===== src/rtl/acpa_pkg.sv =====
// Shared constants, register codes and width helpers for the AC power accumulator.
// Depends on nothing; every other file in rtl imports it.
package acpa_pkg;

	// Defaults for the top-level parameters
	localparam int DEF_MAX_SAMPLES = 1024;
	localparam int DEF_SAMPLE_BITS = 12;

	// Configuration port
	localparam int CFG_INDEX_W = 4;
	localparam int CFG_DATA_W  = 16;
	localparam logic [CFG_INDEX_W-1:0] REG_VOLTAGE_OFFSET = 4'd0;
	localparam logic [CFG_INDEX_W-1:0] REG_CURRENT_OFFSET = 4'd1;
	localparam logic [CFG_INDEX_W-1:0] REG_VOLTAGE_SCALE  = 4'd2;
	localparam logic [CFG_INDEX_W-1:0] REG_CURRENT_SCALE  = 4'd3;

	localparam int OFFSET_W = 12;
	localparam int SCALE_W  = 16;
	localparam logic [OFFSET_W-1:0] OFFSET_RESET = 12'd2048;
	localparam logic [SCALE_W-1:0]  SCALE_RESET  = 16'd4096;

	// Result fields
	localparam int PWR_W       = 52;
	localparam int MS_W        = 40;
	localparam int COUNT_OUT_W = 11;
	localparam int FRAC_SHIFT  = 16;
	localparam logic [PWR_W-1:0] PWR_POS_MAX = {1'b0, {(PWR_W-1){1'b1}}};
	localparam logic [PWR_W-1:0] PWR_NEG_MAG = {1'b1, {(PWR_W-1){1'b0}}};
	localparam logic [MS_W-1:0]  MS_MAX      = {MS_W{1'b1}};

	// Block snapshots held between the accumulator and the finisher
	localparam int QUEUE_DEPTH = 2;

	// Deviation magnitude bits: the wider of sample and offset
	function automatic int acpa_dev_bits(int sample_bits);
		return (sample_bits > OFFSET_W) ? sample_bits : OFFSET_W;
	endfunction

	function automatic int acpa_count_bits(int max_samples);
		return $clog2(max_samples + 1);
	endfunction

	// Unsigned square sum width; the signed product sum is one bit wider
	function automatic int acpa_square_bits(int sample_bits, int max_samples);
		return 2 * acpa_dev_bits(sample_bits) + acpa_count_bits(max_samples);
	endfunction

	function automatic int acpa_entry_bits(int sample_bits, int max_samples);
		return 3 * acpa_square_bits(sample_bits, max_samples) + 2
			+ acpa_count_bits(max_samples);
	endfunction

endpackage


===== src/rtl/acpa_front.sv =====
// Sample front end: offset removal, products and block accumulation.
// Depends on acpa_pkg; pushes one snapshot per block into acpa_queue.
module acpa_front
	import acpa_pkg::*;
#(
	parameter int MAX_SAMPLES = DEF_MAX_SAMPLES,
	parameter int SAMPLE_BITS = DEF_SAMPLE_BITS,
	parameter int ENTRY_W     = acpa_entry_bits(DEF_SAMPLE_BITS, DEF_MAX_SAMPLES)
) (
	input  logic                   clk,
	input  logic                   arst_n,
	input  logic [OFFSET_W-1:0]    voltage_offset,
	input  logic [OFFSET_W-1:0]    current_offset,
	input  logic                   sample_valid,
	output logic                   sample_stall,
	input  logic [SAMPLE_BITS-1:0] voltage_sample,
	input  logic [SAMPLE_BITS-1:0] current_sample,
	input  logic                   last,
	output logic                   push,
	output logic [ENTRY_W-1:0]     push_data,
	input  logic                   q_full
);

	localparam int DB    = acpa_dev_bits(SAMPLE_BITS);
	localparam int DEV_W = DB + 1;
	localparam int CNT_W = acpa_count_bits(MAX_SAMPLES);
	localparam int SQ_W  = acpa_square_bits(SAMPLE_BITS, MAX_SAMPLES);
	localparam int PS_W  = SQ_W + 1;
	localparam int PRD_W = 2 * DB;
	localparam int XP_W  = 2 * DB + 1;

	logic                    v_s1, v_s2;
	logic                    last_s1, last_s2;
	logic signed [DEV_W-1:0] dv_s1, di_s1;
	logic [PRD_W-1:0]        vsq_s2, isq_s2;
	logic signed [XP_W-1:0]  xp_s2;

	logic signed [2*DEV_W-1:0] vv_full, ii_full, vi_full;

	logic [CNT_W-1:0]       cnt_q, cnt_nx;
	logic signed [PS_W-1:0] psum_q, psum_nx;
	logic [SQ_W-1:0]        vsum_q, vsum_nx, isum_q, isum_nx;
	logic                   at_lim, ends_s2, blk_end, adv;

	assign vv_full = dv_s1 * dv_s1;
	assign ii_full = di_s1 * di_s1;
	assign vi_full = dv_s1 * di_s1;

	assign psum_nx = psum_q + PS_W'(xp_s2);
	assign vsum_nx = vsum_q + SQ_W'(vsq_s2);
	assign isum_nx = isum_q + SQ_W'(isq_s2);
	assign cnt_nx  = cnt_q + CNT_W'(1);

	assign at_lim  = (cnt_nx == CNT_W'(MAX_SAMPLES));
	assign ends_s2 = last_s2 || at_lim;
	assign blk_end = v_s2 && ends_s2;

	// Hold the whole front while a finished block cannot enter the queue
	assign adv          = !(blk_end && q_full);
	assign sample_stall = !adv;
	assign push         = blk_end && !q_full;
	assign push_data    = {psum_nx, vsum_nx, isum_nx, cnt_nx, at_lim};

	always_ff @(posedge clk or negedge arst_n) begin
		if (!arst_n) begin
			v_s1   <= 1'b0;
			v_s2   <= 1'b0;
			cnt_q  <= '0;
			psum_q <= '0;
			vsum_q <= '0;
			isum_q <= '0;
		end else if (adv) begin
			v_s1 <= sample_valid;
			v_s2 <= v_s1;
			if (v_s2) begin
				if (ends_s2) begin
					cnt_q  <= '0;
					psum_q <= '0;
					vsum_q <= '0;
					isum_q <= '0;
				end else begin
					cnt_q  <= cnt_nx;
					psum_q <= psum_nx;
					vsum_q <= vsum_nx;
					isum_q <= isum_nx;
				end
			end
		end
	end

	always_ff @(posedge clk) begin
		if (adv) begin
			dv_s1   <= $signed({1'b0, DB'(voltage_sample)}) - $signed({1'b0, DB'(voltage_offset)});
			di_s1   <= $signed({1'b0, DB'(current_sample)}) - $signed({1'b0, DB'(current_offset)});
			last_s1 <= last;
			vsq_s2  <= vv_full[PRD_W-1:0];
			isq_s2  <= ii_full[PRD_W-1:0];
			xp_s2   <= vi_full[XP_W-1:0];
			last_s2 <= last_s1;
		end
	end

`ifndef SYNTH
	a_count_below_limit: assert property (@(posedge clk) disable iff (!arst_n)
		cnt_q < CNT_W'(MAX_SAMPLES))
		else $error("pair count reached the block limit without closing the block");
`endif

endmodule


===== src/rtl/acpa_queue.sv =====
// Short register queue of block snapshots between the front end and the finisher.
// Depends on acpa_pkg for the default depth.
module acpa_queue
	import acpa_pkg::*;
#(
	parameter int WIDTH = 8,
	parameter int DEPTH = QUEUE_DEPTH
) (
	input  logic             clk,
	input  logic             arst_n,
	input  logic             push,
	input  logic [WIDTH-1:0] push_data,
	output logic             full,
	input  logic             pop,
	output logic             pop_valid,
	output logic [WIDTH-1:0] pop_data
);

	localparam int PTR_W = (DEPTH > 1) ? $clog2(DEPTH) : 1;
	localparam int CNT_W = $clog2(DEPTH + 1);

	logic [WIDTH-1:0] mem_q [DEPTH];
	logic [PTR_W-1:0] wr_ptr_q, rd_ptr_q;
	logic [CNT_W-1:0] count_q;

	assign full      = (count_q == CNT_W'(DEPTH));
	assign pop_valid = (count_q != '0);
	assign pop_data  = mem_q[rd_ptr_q];

	always_ff @(posedge clk or negedge arst_n) begin
		if (!arst_n) begin
			wr_ptr_q <= '0;
			rd_ptr_q <= '0;
			count_q  <= '0;
		end else begin
			if (push) begin
				wr_ptr_q <= (wr_ptr_q == PTR_W'(DEPTH - 1)) ? '0 : wr_ptr_q + PTR_W'(1);
			end
			if (pop) begin
				rd_ptr_q <= (rd_ptr_q == PTR_W'(DEPTH - 1)) ? '0 : rd_ptr_q + PTR_W'(1);
			end
			count_q <= count_q + CNT_W'(push) - CNT_W'(pop);
		end
	end

	always_ff @(posedge clk) begin
		if (push) begin
			mem_q[wr_ptr_q] <= push_data;
		end
	end

`ifndef SYNTH
	a_no_push_full: assert property (@(posedge clk) disable iff (!arst_n)
		push |-> !full)
		else $error("snapshot pushed into a full queue");
	a_no_pop_empty: assert property (@(posedge clk) disable iff (!arst_n)
		pop |-> pop_valid)
		else $error("snapshot popped from an empty queue");
	a_count_bound: assert property (@(posedge clk) disable iff (!arst_n)
		count_q <= CNT_W'(DEPTH))
		else $error("queue occupancy above depth");
`endif

endmodule


===== src/rtl/acpa_back.sv =====
// Block finisher: scaling by a shared bit-serial multiplier, mean by a radix-2 divider.
// Depends on acpa_pkg; takes snapshots from acpa_queue and drives the result channel.
module acpa_back
	import acpa_pkg::*;
#(
	parameter int MAX_SAMPLES = DEF_MAX_SAMPLES,
	parameter int SAMPLE_BITS = DEF_SAMPLE_BITS,
	parameter int ENTRY_W     = acpa_entry_bits(DEF_SAMPLE_BITS, DEF_MAX_SAMPLES)
) (
	input  logic                    clk,
	input  logic                    arst_n,
	input  logic [SCALE_W-1:0]      voltage_scale,
	input  logic [SCALE_W-1:0]      current_scale,
	input  logic                    q_valid,
	output logic                    pop,
	input  logic [ENTRY_W-1:0]      pop_data,
	output logic                    result_valid,
	input  logic                    result_stall,
	output logic signed [PWR_W-1:0] real_power,
	output logic [MS_W-1:0]         voltage_mean_square,
	output logic [MS_W-1:0]         current_mean_square,
	output logic [COUNT_OUT_W-1:0]  sample_count,
	output logic                    ended_by_limit
);

	localparam int CNT_W  = acpa_count_bits(MAX_SAMPLES);
	localparam int SQ_W   = acpa_square_bits(SAMPLE_BITS, MAX_SAMPLES);
	localparam int PS_W   = SQ_W + 1;
	localparam int MAG_W  = SQ_W;
	localparam int SP_W   = 2 * SCALE_W;
	localparam int PROD_W = MAG_W + SP_W;
	localparam int DW     = PROD_W - FRAC_SHIFT;
	localparam int HI_W   = DW - MS_W;
	localparam int EXT_W  = (DW > PWR_W + 1) ? DW : PWR_W + 1;
	localparam int STEP_W = $clog2((MS_W > SP_W) ? MS_W : SP_W);

	localparam logic [2:0] ST_IDLE  = 3'd0;
	localparam logic [2:0] ST_SETUP = 3'd1;
	localparam logic [2:0] ST_MUL   = 3'd2;
	localparam logic [2:0] ST_POST  = 3'd3;
	localparam logic [2:0] ST_DIV   = 3'd4;
	localparam logic [2:0] ST_OUT   = 3'd5;

	localparam logic [1:0] OP_PWR = 2'd0;
	localparam logic [1:0] OP_VMS = 2'd1;
	localparam logic [1:0] OP_IMS = 2'd2;

	logic [2:0]        state_q;
	logic [1:0]        op_q;
	logic [STEP_W-1:0] step_q;
	logic              res_valid_q;

	logic signed [PS_W-1:0] e_psum;
	logic [SQ_W-1:0]        e_vsum, e_isum;
	logic [CNT_W-1:0]       e_n;
	logic                   e_lim;

	logic signed [PS_W-1:0] psum_q, psum_neg;
	logic [SQ_W-1:0]        vsum_q, isum_q;
	logic [CNT_W-1:0]       n_q;
	logic                   lim_q;

	logic [SP_W-1:0]    sprod_q;
	logic [MAG_W-1:0]   mcand_q, op_mag;
	logic [PROD_W-1:0]  prod_q, mul_nx;
	logic [SCALE_W-1:0] sc_a, sc_b;

	logic [DW-1:0]    d;
	logic [EXT_W-1:0] dx;
	logic [HI_W-1:0]  hi;
	logic             ms_sat, pwr_neg;
	logic [PWR_W-1:0] neg_mag, pos_val, pwr_val;

	logic [CNT_W-1:0] rem_q, rem_nx;
	logic [MS_W-1:0]  quo_q, quo_nx;
	logic [CNT_W:0]   r2, diff;
	logic             ge;

	logic signed [PWR_W-1:0] pwr_q, out_pwr_q;
	logic [MS_W-1:0]         vms_q, ims_q, out_vms_q, out_ims_q;
	logic [CNT_W-1:0]        out_n_q;
	logic                    out_lim_q;
	logic                    out_free;

	assign {e_psum, e_vsum, e_isum, e_n, e_lim} = pop_data;

	assign pop      = (state_q == ST_IDLE) && q_valid;
	assign out_free = !res_valid_q || !result_stall;

	// Operand selection for the current pass
	assign sc_a     = (op_q == OP_IMS) ? current_scale : voltage_scale;
	assign sc_b     = (op_q == OP_VMS) ? voltage_scale : current_scale;
	assign psum_neg = -psum_q;
	always_comb begin
		case (op_q)
			OP_PWR:  op_mag = psum_q[PS_W-1] ? psum_neg[MAG_W-1:0] : psum_q[MAG_W-1:0];
			OP_VMS:  op_mag = vsum_q;
			default: op_mag = isum_q;
		endcase
	end

	// One scale bit per cycle, most significant first
	assign mul_nx = {prod_q[PROD_W-2:0], 1'b0}
		+ (sprod_q[SP_W-1] ? PROD_W'(mcand_q) : PROD_W'(0));

	// Drop the Q.16 fraction, then saturate power to its signed range
	assign d       = prod_q[PROD_W-1:FRAC_SHIFT];
	assign dx      = EXT_W'(d);
	assign pwr_neg = psum_q[PS_W-1];
	assign neg_mag = (dx > EXT_W'(PWR_NEG_MAG)) ? PWR_NEG_MAG : dx[PWR_W-1:0];
	assign pos_val = (dx > EXT_W'(PWR_POS_MAX)) ? PWR_POS_MAX : dx[PWR_W-1:0];
	assign pwr_val = pwr_neg ? (PWR_W'(0) - neg_mag) : pos_val;

	// Quotient cannot fit in MS_W bits when the upper part already reaches n
	assign hi     = d[DW-1:MS_W];
	assign ms_sat = (hi >= HI_W'(n_q));

	// Restoring division step
	assign r2     = {rem_q, quo_q[MS_W-1]};
	assign ge     = (r2 >= {1'b0, n_q});
	assign diff   = r2 - {1'b0, n_q};
	assign rem_nx = ge ? diff[CNT_W-1:0] : r2[CNT_W-1:0];
	assign quo_nx = {quo_q[MS_W-2:0], ge};

	always_ff @(posedge clk or negedge arst_n) begin
		if (!arst_n) begin
			state_q     <= ST_IDLE;
			op_q        <= OP_PWR;
			step_q      <= '0;
			res_valid_q <= 1'b0;
		end else begin
			if ((state_q == ST_OUT) && out_free) begin
				res_valid_q <= 1'b1;
			end else if (!result_stall) begin
				res_valid_q <= 1'b0;
			end
			case (state_q)
				ST_IDLE: begin
					if (q_valid) begin
						op_q    <= OP_PWR;
						state_q <= ST_SETUP;
					end
				end
				ST_SETUP: begin
					step_q  <= STEP_W'(SP_W - 1);
					state_q <= ST_MUL;
				end
				ST_MUL: begin
					if (step_q == '0) begin
						state_q <= ST_POST;
					end else begin
						step_q <= step_q - STEP_W'(1);
					end
				end
				ST_POST: begin
					if (op_q == OP_PWR) begin
						op_q    <= OP_VMS;
						state_q <= ST_SETUP;
					end else if (ms_sat) begin
						if (op_q == OP_IMS) begin
							state_q <= ST_OUT;
						end else begin
							op_q    <= OP_IMS;
							state_q <= ST_SETUP;
						end
					end else begin
						step_q  <= STEP_W'(MS_W - 1);
						state_q <= ST_DIV;
					end
				end
				ST_DIV: begin
					if (step_q == '0) begin
						if (op_q == OP_IMS) begin
							state_q <= ST_OUT;
						end else begin
							op_q    <= OP_IMS;
							state_q <= ST_SETUP;
						end
					end else begin
						step_q <= step_q - STEP_W'(1);
					end
				end
				ST_OUT: begin
					if (out_free) begin
						state_q <= ST_IDLE;
					end
				end
				default: state_q <= ST_IDLE;
			endcase
		end
	end

	always_ff @(posedge clk) begin
		case (state_q)
			ST_IDLE: begin
				if (q_valid) begin
					psum_q <= e_psum;
					vsum_q <= e_vsum;
					isum_q <= e_isum;
					n_q    <= e_n;
					lim_q  <= e_lim;
				end
			end
			ST_SETUP: begin
				sprod_q <= SP_W'(sc_a) * SP_W'(sc_b);
				mcand_q <= op_mag;
				prod_q  <= '0;
			end
			ST_MUL: begin
				prod_q  <= mul_nx;
				sprod_q <= {sprod_q[SP_W-2:0], 1'b0};
			end
			ST_POST: begin
				if (op_q == OP_PWR) begin
					pwr_q <= pwr_val;
				end else if (ms_sat) begin
					if (op_q == OP_VMS) begin
						vms_q <= MS_MAX;
					end else begin
						ims_q <= MS_MAX;
					end
				end else begin
					rem_q <= hi[CNT_W-1:0];
					quo_q <= d[MS_W-1:0];
				end
			end
			ST_DIV: begin
				rem_q <= rem_nx;
				quo_q <= quo_nx;
				if (step_q == '0) begin
					if (op_q == OP_VMS) begin
						vms_q <= quo_nx;
					end else begin
						ims_q <= quo_nx;
					end
				end
			end
			ST_OUT: begin
				if (out_free) begin
					out_pwr_q <= pwr_q;
					out_vms_q <= vms_q;
					out_ims_q <= ims_q;
					out_n_q   <= n_q;
					out_lim_q <= lim_q;
				end
			end
			default: ;
		endcase
	end

	assign result_valid        = res_valid_q;
	assign real_power          = out_pwr_q;
	assign voltage_mean_square = out_vms_q;
	assign current_mean_square = out_ims_q;
	assign sample_count        = COUNT_OUT_W'(out_n_q);
	assign ended_by_limit      = out_lim_q;

`ifndef SYNTH
	a_div_only_mean: assert property (@(posedge clk) disable iff (!arst_n)
		(state_q == ST_DIV) |-> (op_q != OP_PWR))
		else $error("divider running on the power pass");
	a_out_waits: assert property (@(posedge clk) disable iff (!arst_n)
		((state_q == ST_OUT) && !out_free) |=> (state_q == ST_OUT))
		else $error("finisher left the output step while the result register was busy");
`endif

endmodule


===== src/rtl/ac_power_accumulator_core.sv =====
// Top level of the AC power accumulator: configuration registers and the three parts.
// Depends on acpa_pkg, acpa_front, acpa_queue and acpa_back.
//
//  channel  | valid        | stall        | payload
//  ---------+--------------+--------------+---------------------------------------------
//  sample   | sample_valid | sample_stall | voltage_sample, current_sample, last
//  result   | result_valid | result_stall | real_power, voltage_mean_square,
//           |              |              | current_mean_square, sample_count,
//           |              |              | ended_by_limit
//  config   | cfg_wr_en    | (none)       | cfg_index, cfg_wdata
//
// Flow: one sample pair per cycle while sample_stall is low; deviations, products, sums
// are registered in turn. The finisher pops each block, runs three passes of the shared
// 32-step multiplier, up to two 40-step divisions, output load; two snapshots queue ahead.
// Reset: arst_n clears all control state and accumulators and loads register defaults.
// Stalls: result_stall holds the output register and the finisher at its output load;
// it works ahead a block; samples stall only when a block closes with the queue full.
module ac_power_accumulator_core
	import acpa_pkg::*;
#(
	parameter int MAX_SAMPLES = DEF_MAX_SAMPLES,
	parameter int SAMPLE_BITS = DEF_SAMPLE_BITS
) (
	input  logic                    clk,
	input  logic                    arst_n,
	input  logic                    cfg_wr_en,
	input  logic [CFG_INDEX_W-1:0]  cfg_index,
	input  logic [CFG_DATA_W-1:0]   cfg_wdata,
	input  logic                    sample_valid,
	output logic                    sample_stall,
	input  logic [SAMPLE_BITS-1:0]  voltage_sample,
	input  logic [SAMPLE_BITS-1:0]  current_sample,
	input  logic                    last,
	output logic                    result_valid,
	input  logic                    result_stall,
	output logic signed [PWR_W-1:0] real_power,
	output logic [MS_W-1:0]         voltage_mean_square,
	output logic [MS_W-1:0]         current_mean_square,
	output logic [COUNT_OUT_W-1:0]  sample_count,
	output logic                    ended_by_limit
);

	// One queue entry: signed product sum, two square sums, pair count, limit flag
	localparam int ENTRY_W = acpa_entry_bits(SAMPLE_BITS, MAX_SAMPLES);

	logic [OFFSET_W-1:0] v_off_q, i_off_q;
	logic [SCALE_W-1:0]  v_scale_q, i_scale_q;

	logic               push, q_full, pop, q_valid;
	logic [ENTRY_W-1:0] push_data, pop_data;

	// Configuration writes; indexes past the register list are dropped
	always_ff @(posedge clk or negedge arst_n) begin
		if (!arst_n) begin
			v_off_q   <= OFFSET_RESET;
			i_off_q   <= OFFSET_RESET;
			v_scale_q <= SCALE_RESET;
			i_scale_q <= SCALE_RESET;
		end else if (cfg_wr_en) begin
			case (cfg_index)
				REG_VOLTAGE_OFFSET: v_off_q   <= cfg_wdata[OFFSET_W-1:0];
				REG_CURRENT_OFFSET: i_off_q   <= cfg_wdata[OFFSET_W-1:0];
				REG_VOLTAGE_SCALE:  v_scale_q <= cfg_wdata[SCALE_W-1:0];
				REG_CURRENT_SCALE:  i_scale_q <= cfg_wdata[SCALE_W-1:0];
				default: ;
			endcase
		end
	end

	// Front: remove offsets, form products, accumulate, close blocks
	acpa_front #(
		.MAX_SAMPLES (MAX_SAMPLES),
		.SAMPLE_BITS (SAMPLE_BITS),
		.ENTRY_W     (ENTRY_W)
	) u_front (
		.clk            (clk),
		.arst_n         (arst_n),
		.voltage_offset (v_off_q),
		.current_offset (i_off_q),
		.sample_valid   (sample_valid),
		.sample_stall   (sample_stall),
		.voltage_sample (voltage_sample),
		.current_sample (current_sample),
		.last           (last),
		.push           (push),
		.push_data      (push_data),
		.q_full         (q_full)
	);

	// Snapshot queue decouples sample intake from the slow finisher
	acpa_queue #(
		.WIDTH (ENTRY_W),
		.DEPTH (QUEUE_DEPTH)
	) u_queue (
		.clk       (clk),
		.arst_n    (arst_n),
		.push      (push),
		.push_data (push_data),
		.full      (q_full),
		.pop       (pop),
		.pop_valid (q_valid),
		.pop_data  (pop_data)
	);

	// Back: scale, divide by the count, saturate, present the result
	acpa_back #(
		.MAX_SAMPLES (MAX_SAMPLES),
		.SAMPLE_BITS (SAMPLE_BITS),
		.ENTRY_W     (ENTRY_W)
	) u_back (
		.clk                 (clk),
		.arst_n              (arst_n),
		.voltage_scale       (v_scale_q),
		.current_scale       (i_scale_q),
		.q_valid             (q_valid),
		.pop                 (pop),
		.pop_data            (pop_data),
		.result_valid        (result_valid),
		.result_stall        (result_stall),
		.real_power          (real_power),
		.voltage_mean_square (voltage_mean_square),
		.current_mean_square (current_mean_square),
		.sample_count        (sample_count),
		.ended_by_limit      (ended_by_limit)
	);

endmodule


===== config.mk =====
export PLATFORM = sky130hd
export DESIGN_NAME = ac_power_accumulator_core
export DESIGN_NICKNAME = d
export VERILOG_FILES = /design/src/rtl/acpa_pkg.sv /design/src/rtl/acpa_front.sv /design/src/rtl/acpa_queue.sv /design/src/rtl/acpa_back.sv /design/src/rtl/ac_power_accumulator_core.sv
export SDC_FILE = /design/constraint.sdc
export NUM_CORES = 2
export LEC_CHECK = 0
export ABC_AREA = 1
export BUFFER_PORTS_ARGS = -buffer_cell sky130_fd_sc_hd__buf_2
export CORE_ASPECT_RATIO = 2
export CORE_MARGIN = 2
export CORE_UTILIZATION = 45
export CTS_CLUSTER_DIAMETER = 100
export CTS_CLUSTER_SIZE = 14
export DETAILED_ROUTE_END_ITERATION = 10
export PLACE_DENSITY = 0.71
export SLEW_MARGIN = 20
export SYNTH_ARGS = -nofsm -noshare
export SYNTH_HDL_FRONTEND = slang
export SYNTH_SLANG_ARGS = --single-unit

===== constraint.sdc =====
create_clock -name clk -period 18.7 [get_ports clk]
set_input_delay 3.74 -clock clk [delete_from_list [all_inputs] [get_ports clk]]
set_output_delay 3.74 -clock clk [all_outputs]
set_load 0.02 [all_outputs]

==> flow_metrics.tcl <==
set metrics [dict create \
    status "complete, no violations" \
    synthArstFlopShare_pct 17.29 \
    io_pins 196 \
    dp_cells 11010 \
    port-buffer-count 195 \
    path_class "register to register" \
    skew_ns 0.08493 \
    reg2reg_setup_slack_ns 9.96 \
    place.gp.congestion 1.079 \
    first_pass_iters 8 \
    area_growth_pct 7.854 \
    crit_top_cell "fa_1" \
    yosys_warnings 0 \
    dieArea_um2 180900 \
    die_y_um 599.5 \
    synth_simple_gate_area_share_pct 17.99 \
    dp_hpwl_um 189200 \
    finalSetupViolations 0 \
    report.final.slew_viol_count 0 \
    vias_per_cell 5.312 \
    max_slew.worst_pin.slew_ns 1.126 \
    post-route-period-util_pct 46.76 \
    cts_resized 0 \
    multi_input_area_um2 41070 \
    crit_buf_inv 5 \
    nets 9935 \
    clkTransAtPathRegs_ns 0.08 \
    worstPathMaxFanout 59 \
    hold_viol 0 \
    postSynthNetCount 9805 \
    ctsLongestPathBuffers 3 \
    antenna_left 0 \
    synth_xor_area_share_pct 2.679 \
    crit_chain "nor2_4, buf_4, nor2_1, a21oi_1, clkinv_1, nor2_1, fa_1, fa_1, fa_1, fa_1, fa_1, inv_1, fa_1, inv_1, ha_1, a21oi_1, o21ai_0, a21oi_1, inv_1, nand2_1, nand3_1, nor2_1, nand3b_1, nand2_1" \
    regToRegStartpoint "u_back.op_q[1]" \
    cp-start-kind "register" \
    reg2reg_depth 24 \
    ys_ff_latch 1105 \
    htree_levels 3 \
    grt_first_pass_wirelength_um 358700 \
    die_x_um 301.7 \
    synth_edf_count 914 \
    rsz0062_at_grt "no" \
    overflow 0 \
    end_kind "register" \
    synth_top_family_by_area "adder cells" \
    hold_end "u_back.current_mean_square[20]" \
    rows 218 \
    max_stage_delay_ns 0.88 \
    finalSetupTns_ns 0 \
    grt_max_degree 85 \
    final_cells 11160 \
    slew_headroom_pct 24.94 \
    drt_iter0_drc 3648 \
    synth_compound_area_share_pct 5.950 \
    crit_family "adder cells" \
    maxCapViolations 0 \
    hold_path_class "register to register" \
    drc 0 \
    seq_area_frac_synth_pct 40.40 \
    netlist_area_um2 79780 \
    r2r-end "u_back.sprod_q[26]" \
    synth_cell_types 55 \
    wl_per_cell_um 21.21 \
    synthFlopType "edfxtp_1" \
    drive_above_1_share_pct 6.825 \
    seqCellArea_um2 32240 \
    fmax_ghz 0.1144 \
    synth-adder-area-share_pct 23.08 \
    vias 59300 \
    hold_start "u_back.ims_q[20]" \
    yosys.area.top_type "edfxtp_1" \
    cts_setup_buffers 0 \
    start_util_pct 45.28 \
    synthesis.instances 8660 \
    grt_pass1_vias 62650 \
    syn_avg_cell_area_um2 9.212 \
    finalWirelength_um 236800 \
    fillers 16470 \
    required_ns 19.13 \
    synth_mux_area_share_pct 1.666 \
    cts_buffers 90 \
    grt_usage_pct 26.34 \
    clk_latency_ns 0.75 \
    clock_sinks 1105 \
    period_needed_ns 8.744 \
    coreArea_um2 176200 \
    antenna_found_initial 2 \
    cp_slowest_cell "a21oi_1" \
    root_buffer "clkbuf_16" \
    cts_tree "done" \
    synth_top_area_share_pct 34.40 \
    holdPathStages 0 \
    synth_area_leaders "edfxtp_1 34%, fa_1 16%, nand2_1 10%" \
    cts_hold_buffers 0 \
    crit_arrival_ns 9.18 \
]
[layout by cell type (no fill, tap or decap), types with 50 or more instances in the layout]
cell type / n
edfxtp_1: 914
o21a_1: 66
clkbuf_1: 50
ha_1: 467
mux2_2: 118
nor3_1: 98
nor2_1: 681
buf_4: 70
xnor2_1: 61
a21oi_1: 364
nand3_1: 325
buf_2: 194
nand2_1: 2181
fa_1: 628
xor2_1: 183
or2_2: 79
clkbuf_16: 90
inv_1: 1494
nand4_1: 95
o21ai_0: 281
dfrtp_1: 185
[cell usage after synthesis, types with 118 or more instances]
master    number
o21ai_0      281
inv_1       1496
mux2_2       118
dfrtp_1      187
edfxtp_1     914
a21oi_1      365
fa_1         628
xor2_1       183
ha_1         467
nand2_1     2181
clkbuf_1     195
nor2_1       690
nand3_1      328
[metal layers]
| metal | part of all wire, % | track usage [%] | vias up | wire, um |
|---|---|---|---|---|
| met4 | 9.9 | 21.90 | 0 | 23460 |
| met3 | 3.6 | 2.663 | 813 | 8614 |
| met5 | 0 | 0 | - | 0 |
| li1 | - | - | 27870 | - |
| met2 | 55 | 51.38 | 1824 | 130800 |
| met1 | 31 | 23.95 | 28790 | 73920 |
[layout make-up]
| type | instances | share of cell area (%) |
|---|---|---|
| multi-input combinational | 5825 | 47.73 |
| sequential | 1105 | 37.46 |
| inverter | 1503 | 6.557 |
| tap | 2310 | 3.359 |
| clock buffer | 140 | 2.836 |
| timing repair buffer | 265 | 1.755 |
| clock inverter | 12 | 0.2894 |
| antenna | 2 | 0.005817 |
[kinds of logic after synthesis]
group,after synthesis
simple gates,3519
buf+inv,1730
flops,1105
fa+ha+maj,1095
compound gates,849
xor+xnor,244
mux,118
[flip-flops by register name (all words and copies together) (netlist names), 16 cells and up]
register	flops
u_back.psum_q	36
u_front.isum_q	35
u_front.psum_q	36
u_front.vsum_q	35
v_scale_q	16
u_back.vms_q	40
i_scale_q	16
u_front.isq_s2	23
u_back.real_power	52
u_back.sprod_q	32
u_back.quo_q	40
u_back.isum_q	35
u_back.current_mean_square	40
u_front.vsq_s2	23
u_back.voltage_mean_square	40
u_back.prod_q	67
u_front.xp_s2	25
u_back.ims_q	40
u_back.pwr_q	52
u_back.vsum_q	35
u_queue.mem_q	236
u_back.mcand_q	35
[worst reg2reg max path, cell delays in order (launching register included)]
cell	delay, ns
dfrtp_2	0.64
nor2_4	0.17
buf_4	0.57
nor2_1	0.11
a21oi_1	0.88
clkinv_1	0.65
nor2_1	0.27
fa_1	0.47
fa_1	0.52
fa_1	0.54
fa_1	0.52
fa_1	0.57
inv_1	0.06
fa_1	0.53
inv_1	0.05
ha_1	0.36
a21oi_1	0.33
o21ai_0	0.31
a21oi_1	0.35
inv_1	0.07
nand2_1	0.06
nand3_1	0.14
nor2_1	0.13
nand3b_1	0.12
nand2_1	0.07
[worst max-delay path by stage]
stage | from | endpoint | cells after the start
final | u_back.op_q[1] | u_back.sprod_q[26] | 24
after floorplan | result_stall | u_back.current_mean_square[0] | 1
after CTS | u_back.op_q[1] | u_back.sprod_q[26] | 24
after global routing | u_back.op_q[1] | u_back.sprod_q[26] | 24
after detailed placement | u_back.op_q[1] | u_back.sprod_q[26] | 24
after global placement | u_back.op_q[1] | u_back.sprod_q[26] | 24
[through the flow]
stage                     cell area (um2)  setup slack [ns]  hold slack, ns  utilization [%]
final                               86040             9.956          0.4036            48.83
after global placement              83330             9.791          0.4031            47.29
after floorplan                     79780             7.318          0.4003                -
after global routing                86040             9.537          0.4147            48.83
after detailed placement            83340             9.646          0.4045            47.30
after CTS                           86030             9.624          0.4073            48.82
Power is not shown: default switching activity piles up to over one toggle a cycle in this logic, so the estimate is an artifact.
